**src/rtl/vref_pkg.sv**
```systemverilog
// Shared types, widths and helpers for the vector refraction pipeline.
package vref_pkg;

  localparam int QFRAC   = 14;
  localparam int RAD_W   = 40;  // radicand width of the square root
  localparam int ROOT_W  = 20;  // root width, one bit per stage
  localparam int REM_W   = 21;  // partial remainder width
  localparam int OUT_W   = 20;

  typedef struct packed {
    logic signed [15:0] dx;
    logic signed [15:0] dy;
    logic signed [15:0] dz;
    logic signed [15:0] nx;
    logic signed [15:0] ny;
    logic signed [15:0] nz;
    logic        [15:0] eta;
  } ray_t;

  // Data that rides alongside the square root
  typedef struct packed {
    ray_t               ray;
    logic signed [20:0] aci;   // round(eta * cosI), Q.14
    logic               tir;   // total internal reflection
  } sq_side_t;

  // Clamp a Q.14 sum to the signed 20-bit output range
  function automatic logic signed [OUT_W-1:0] sat20(input logic signed [24:0] v);
    logic signed [OUT_W-1:0] res;
    if (v > 25'sd524287) begin
      res = 20'sd524287;
    end else if (v < -25'sd524288) begin
      res = -20'sd524288;
    end else begin
      res = v[OUT_W-1:0];
    end
    return res;
  endfunction

endpackage

```
**src/rtl/vref_sqrt.sv**
```systemverilog
// Pipelined integer square root, one root bit resolved per stage.
module vref_sqrt import vref_pkg::*; (
  input  logic                clk,
  input  logic                rst_n,
  input  logic                in_valid,
  output logic                in_ready,
  input  logic [RAD_W-1:0]    in_rad,
  input  sq_side_t            in_side,
  output logic                out_valid,
  input  logic                out_ready,
  output logic [ROOT_W-1:0]   out_root,
  output sq_side_t            out_side
);

  logic [ROOT_W-1:0]  v_r;
  logic [REM_W-1:0]   rem_r  [ROOT_W];
  logic [ROOT_W-1:0]  root_r [ROOT_W];
  logic [RAD_W-1:0]   rad_r  [ROOT_W];
  sq_side_t           side_r [ROOT_W];

  logic [ROOT_W:0]    ld;
  logic [REM_W-1:0]   src_rem  [ROOT_W];
  logic [ROOT_W-1:0]  src_root [ROOT_W];
  logic [RAD_W-1:0]   src_rad  [ROOT_W];
  logic [REM_W+1:0]   rem_t    [ROOT_W];
  logic [REM_W+1:0]   trial    [ROOT_W];
  logic [REM_W+1:0]   diff     [ROOT_W];
  logic [ROOT_W-1:0]  ge;
  logic [REM_W-1:0]   rem_nxt  [ROOT_W];
  logic [ROOT_W-1:0]  root_nxt [ROOT_W];
  logic [RAD_W-1:0]   rad_nxt  [ROOT_W];

  // Stage load enables: a stage loads when empty or when its beat moves on
  always_comb begin
    ld[ROOT_W] = out_ready;
    for (int j = ROOT_W - 1; j >= 0; j--) begin
      ld[j] = !v_r[j] || ld[j+1];
    end
  end

  assign in_ready = ld[0];

  // One restoring root step per stage
  always_comb begin
    src_rem[0]  = '0;
    src_root[0] = '0;
    src_rad[0]  = in_rad;
    for (int j = 1; j < ROOT_W; j++) begin
      src_rem[j]  = rem_r[j-1];
      src_root[j] = root_r[j-1];
      src_rad[j]  = rad_r[j-1];
    end
    for (int j = 0; j < ROOT_W; j++) begin
      rem_t[j]    = {src_rem[j], src_rad[j][RAD_W-1 -: 2]};
      trial[j]    = {1'b0, src_root[j], 2'b01};
      ge[j]       = rem_t[j] >= trial[j];
      diff[j]     = rem_t[j] - trial[j];
      rem_nxt[j]  = ge[j] ? diff[j][REM_W-1:0] : rem_t[j][REM_W-1:0];
      root_nxt[j] = {src_root[j][ROOT_W-2:0], ge[j]};
      rad_nxt[j]  = {src_rad[j][RAD_W-3:0], 2'b00};
    end
  end

  // Advance valid bits
  always_ff @(posedge clk) begin
    if (!rst_n) begin
      v_r <= '0;
    end else begin
      if (ld[0]) begin
        v_r[0] <= in_valid;
      end
      for (int j = 1; j < ROOT_W; j++) begin
        if (ld[j]) begin
          v_r[j] <= v_r[j-1];
        end
      end
    end
  end

  // Advance payload
  always_ff @(posedge clk) begin
    if (ld[0]) begin
      side_r[0] <= in_side;
    end
    for (int j = 1; j < ROOT_W; j++) begin
      if (ld[j]) begin
        side_r[j] <= side_r[j-1];
      end
    end
    for (int j = 0; j < ROOT_W; j++) begin
      if (ld[j]) begin
        rem_r[j]  <= rem_nxt[j];
        root_r[j] <= root_nxt[j];
        rad_r[j]  <= rad_nxt[j];
      end
    end
  end

  assign out_valid = v_r[ROOT_W-1];
  assign out_root  = root_r[ROOT_W-1];
  assign out_side  = side_r[ROOT_W-1];

endmodule

```
**config.mk**
```make
export PLATFORM = sky130hd
export DESIGN_NAME = vref_sqrt
export DESIGN_NICKNAME = d
export VERILOG_FILES = /design/src/rtl/vref_pkg.sv /design/src/rtl/vref_sqrt.sv
export SDC_FILE = /design/constraint.sdc
export NUM_CORES = 2
export LEC_CHECK = 0
export ABC_AREA = 1
export BUFFER_PORTS_ARGS = -buffer_cell sky130_fd_sc_hd__buf_2
export CAP_MARGIN = 30
export CORE_MARGIN = 4
export CORE_UTILIZATION = 55
export CTS_CLUSTER_DIAMETER = 30
export DETAILED_ROUTE_END_ITERATION = 16
export GPL_TIMING_DRIVEN = 0
export PLACE_DENSITY = 0.82
export SYNTH_ARGS = -nofsm -noshare
export SYNTH_HDL_FRONTEND = slang
export SYNTH_MEMORY_MAX_BITS = 65536
export SYNTH_SLANG_ARGS = --single-unit
```
**constraint.sdc**
```tcl
create_clock -name clk -period 31.4 [get_ports clk]
set_clock_uncertainty 0.05 [all_clocks]
set_input_delay 1.57 -clock clk [delete_from_list [all_inputs] [get_ports clk]]
set_output_delay 1.57 -clock clk [all_outputs]
set_load 0.01 [all_outputs]
```
== Yosys cells after proc, flatten, opt, wreduce, memory -nomap -nowiden ==
Memories as Yosys holds them, arrays and structs flattened.
Index checks and enable logic that the tools add are counted.
Cells by class
  add/sub/neg operators: 20
  $lt $le $gt $ge: 20
  mux-type cells: 60
  reduce and logical (&&, ||, !) cells: 40
Operators by type and width (number)
  greater-or-equal comparator 23 x 22 -> 1 bit: 19
  2-to-1 mux 21 bit: 20
  subtractor 21 bit: 19
  2-to-1 mux 1 bit: 40
  logical NOT 1 bit: 20
  logical OR 1 bit: 20
  subtractor 2 x 1 -> 3 bit (second input constant): 1
  greater-or-equal comparator 2 x 1 -> 1 bit (second input constant): 1
Storage, ports and cells
  register bits after elaboration: 20
  RAM bits: 4260
  output and inout bits: 156
  word-level logic and storage cells: 164
  memories: 4
Memories
  side_r: depth 20, bits a word 134, read ports 20, clocked after memory_dff 0, write ports 20, RTL line vref_sqrt.sv:19  | sq_side_t side_r [ROOT_W];
  rad_r: depth 20, bits a word 38, read ports 19, clocked after memory_dff 0, write ports 20, RTL line vref_sqrt.sv:18  | logic [RAD_W-1:0] rad_r [ROOT_W];
  rem_r: depth 20, bits a word 21, read ports 19, clocked after memory_dff 0, write ports 20, RTL line vref_sqrt.sv:16  | logic [REM_W-1:0] rem_r [ROOT_W];
  root_r: depth 20, bits a word 20, read ports 20, clocked after memory_dff 0, write ports 20, RTL line vref_sqrt.sv:17  | logic [ROOT_W-1:0] root_r [ROOT_W];

== Logic depth before layout (Yosys ltp) ==
  word-level depth: 23
  mapped depth: 19
  gate-level depth less buffers: 19

== Least setup slack after synthesis ==
Ideal clock, no wire load.
  kind: input port to flip-flop
  start: input port out_ready
  end: memory rad_r[1][10] in the netlist's numbering (enable)
  library setup time: 1.268 ns
  arrival time: 14.576 ns
  required time: 30.082 ns
  slack: 15.506 ns
  cell stages on the path: 10
  buffers on the path: 0
  path through: inv_1 nand4_4 nor3_4 nand4_4 nor2_4 nand4_4 nor2_4 nand4_4 nor2_8 nand3_2
RTL lines
  start: declaration: RTL line vref_sqrt.sv:10  | input logic out_ready,
  end: declaration: RTL line vref_sqrt.sv:18

== Final worst setup path ==
  start: input port out_ready
  end: output port in_ready
Between the ends
  word-level cells in the longest chain between the ends: 20
RTL lines
  logical OR 1 bit (3 in series): RTL line vref_sqrt.sv:37  | ld[j] = !v_r[j] || ld[j+1];
  named net ld[17]: RTL line vref_sqrt.sv:21  | logic [ROOT_W:0] ld;
  logical OR 1 bit (5 in series): RTL line vref_sqrt.sv:37
  named net ld[12]: RTL line vref_sqrt.sv:21
  logical OR 1 bit (4 in series): RTL line vref_sqrt.sv:37
  named net ld[8]: RTL line vref_sqrt.sv:21
  logical OR 1 bit (4 in series): RTL line vref_sqrt.sv:37
  named net ld[4]: RTL line vref_sqrt.sv:21
  logical OR 1 bit (4 in series): RTL line vref_sqrt.sv:37
  end: declaration: RTL line vref_sqrt.sv:6  | output logic in_ready,
The timed path passes the listed nets, and every way through them passes these cells.

==> results.py <==
metrics = {
    "cts": {
        "clock-sinks": 3663,
        "cts_max_path_buffers": 4,
        "cts-hold-fix-buffers": 0,
        "ctsResizeCount": 0,
        "clk-insertion-delay-late_ns": 0.96,
        "clkSlewWorstSetupHoldPaths_ns": 0.06,
        "cts.htree.levels": 6,
        "cts_buffers": 547,
        "root_buffer": "clkbuf_16",
        "cts_tree": "done",
        "post_cts.repair.setup_buffers": 0,
    },
    "yosys": {
        "synth_warnings": 0,
        "synth_nets": 7229,
        "synth_edf_count": 3643,
        "syn_inst": 6820,
        "synth_top_area_share_pct": 85.7,
        "async_reset_ff_share_pct": 0,
        "synthTopCellsByArea": "edfxtp_1, ha_1, nand2_1",
        "yosysUniqueCellTypes": 71,
        "synth_area_leader_cell": "edfxtp_1",
        "ys_seq_area_share_pct": 86.0,
        "syn_area_um2": 128000,
        "ys.flop_type": "edfxtp_1",
        "ys_ff_latch": 3663,
        "postSynthAreaPerCell_um2": 18.7,
    },
    "setup_path": {
        "critPathCaptureType": "output pin",
        "critical_path_buf_inv_count": 8,
        "critPathArrivalTime_ns": 7.54,
        "required_ns": 29.78,
        "reg2regPathDepth": 14,
        "rrSetupSlack_ns": 24.47,
        "cpMostUsedCell": "nand4_4",
        "worstSetupPathType": "input port to output pin",
        "slowest_stage": "nand4_4",
        "path_cells": "buf_2 > inv_1 > nand4_4 > nor3_4 > nand4_4 > buf_12 > nor2_4 > nand4_4 > buf_16 > buf_12 > nor2_4 > nand4_4 > buf_12 > nor2_8 > nand4_4 > buf_16 > buf_2",
        "cp_top_family": "simple AND/OR/NAND/NOR gates",
        "worst_setup_path_start_kind": "input port",
        "crit_path_max_incr_delay_ns": 0.73,
        "path_depth": 17,
        "cp_max_fo": 44,
    },
    "power": {
        "powerDensity_nw_per_um2": 84.9,
        "vdd_ir_drop_max_uv": 59.6,
        "p_leak_nw": 59.7,
    },
    "timing": {
        "slew_violations": 0,
        "finalSetupViolCount": 0,
        "fmax_mhz": 109,
        "tns_ns": 0,
        "fin_crit_sh_pct": 29.2,
        "setup_slack_ns": 22.24,
        "hold_viol": 0,
        "period_minus_slack_ns": 9.16,
        "maxSlewHeadroom_pct": 28.2,
        "tightest_slew_ns": 1.08,
        "rsz0062_at_grt": "false",
    },
    "die": {
        "std_cell_rows": 176,
        "die_w_um": 490,
        "coreArea_um2": 231000,
        "io_pins": 334,
        "fp.dieArea_um2": 240000,
        "die_y_um": 490,
        "initial_core_util_pct": 55.4,
    },
    "place": {
        "pre_cts_ws_ns": 21.75,
        "dp.cells": 10200,
        "globalplace.congestion": 0.887,
        "dp_hpwl_um": 155000,
        "port-buffer-count": 333,
    },
    "detailed_routing": {
        "drc": 0,
        "ant_nets": 0,
        "vias": 60900,
        "vias_per_cell": 5.43,
        "postRouteWirelength_um": 274000,
        "first_iter_violations": 5556,
        "firstDrtPassIters": 8,
        "post_drt_wl_per_cell_um": 24.5,
    },
    "global_route": {
        "grt_pass1_vias": 64200,
        "grt_overflow": 0,
        "grt_pass1_wl_um": 406000,
        "grt_max_degree": 124,
        "antenna_found_initial": 12,
        "grt_use_total_pct": 22.9,
    },
    "final_layout": {
        "layout-drive-gt1-share_pct": 18.2,
        "stdcell_count": 11200,
        "area_growth_pct": 19.8,
        "final_nets": 8165,
    },
    "min_path": {
        "worstHoldPathCells": 0,
        "hp-class": "flip-flop to flip-flop",
    },
    "job": {
        "drv_cap": 0,
    },
    "run_status": {
        "outcome": "finished, final reports clean",
    },
}
registers in the layout, indices dropped and copies added, names as in the netlist:
signal  cells
side_r   2680
root_r    210
rad_r     380
rem_r     373
v_r        20
worst reg2reg max path, cell delays in order, from the launching register on:
cell and delay [ns]:
dfxtp_1 0.65, nand4_4 0.78, nor3_4 0.60, nand4_4 0.56, buf_12 0.40, nor2_4 0.32, nand4_4 0.17, buf_16 0.25
buf_12 0.22, nor2_4 0.34, nand4_4 0.40, buf_12 0.34, nor2_8 0.28, nand2_8 0.48, buf_16 0.47
synth_stat cells, types with 5 or more instances:
master,count
xor2_1,157
edfxtp_1,3643
nor4_1,34
o21a_1,12
a31oi_1,17
inv_2,8
nand4_1,52
a21oi_1,247
nand4_4,5
xnor2_1,134
o21ai_1,79
o211ai_1,21
buf_4,140
nand2_1,589
dfxtp_1,20
o21bai_1,5
inv_1,541
clkbuf_1,14
o21ai_0,194
ha_1,231
nand3_1,113
nand3_2,6
nand3b_1,8
a211oi_1,6
or2_2,9
a21oi_2,10
nor2_1,354
o31ai_1,5
a21o_1,23
nor3_1,56
buf_2,12
report_power, final:
part | switching, mW | total (mW) | internal [mW]
Combinational | 0.502 | 0.799 | 0.297
Clock | 2.28 | 6.08 | 3.80
Sequential | 0.256 | 6.10 | 5.84
layout make-up:
type                            count  area (um^2)
Sequential cell                  3663       110000
Fill cell                       14300        77600
Multi-Input combinational cell   2430        14600
Clock buffer                      619        14200
Clock inverter                    352         4070
Tap cell                         3026         3790
Timing Repair Buffer              387         3060
Inverter                          552         2120
Buffer                            175         1230
Antenna cell                        3         7.51
layer usage:
metal / global-route usage, % / wire length (um) / vias to the layer above
met1: 27.8 / 102000 / 30000
met2: 39.9 / 141000 / 2796
met3: 4.15 / 16900 / 861
met4: 11.1 / 14300 / 2
li1: - / - / 27300
met5: 0 / 13 / -
cells by family (layout without fill, tap and decap cells):
| group | count (synthesis) | in the layout | synth area share [%] |
|---|---|---|---|
| compound gates | 645 | 645 | 2.81 |
| buf+inv | 727 | 2085 | 2.59 |
| simple gates | 1262 | 1262 | 4.33 |
| other cells | 1 | 4 | 0.00294 |
| flops | 3663 | 3663 | 86.0 |
| xor+xnor | 291 | 291 | 2.00 |
| fa+ha+maj | 231 | 231 | 2.26 |
metrics by stage:
| stage | total power [mW] | hold slack [ns] | area (um^2) | util, % |
|---|---|---|---|---|
| after detailed placement | 6.93 | 0.355 | 135000 | 58.4 |
| final | 13.0 | 0.322 | 153000 | 66.3 |
| after global routing | 13.4 | 0.327 | 153000 | 66.3 |
| after global placement | 6.89 | 0.350 | 133000 | 57.7 |
| after floorplan | 6.61 | 0.350 | 128000 | - |
| after CTS | 13.1 | 0.316 | 153000 | 66.3 |
path summary, 6_finish.rpt:
| path | from | end |
|---|---|---|
| max | out_ready | in_ready |
| min | side_r[0][404] | side_r[1][2] |
| max reg2reg | v_r[19] | side_r[0][369] |
| min reg2reg | side_r[0][404] | side_r[1][2] |
cell usage in the layout, fill, tap and decap left out, types with 66 or more instances in the layout:
master	instances
inv_1	535
buf_4	140
a21oi_1	247
o21ai_1	79
ha_1	231
xnor2_1	134
xor2_1	157
clkbuf_1	74
clkbuf_16	558
inv_6	68
buf_2	345
nand2_1	585
o21ai_0	194
nand3_1	110
nor2_1	354
clkinv_2	66
edfxtp_1	3643
Note: power is estimated with default switching activity, not from simulation.
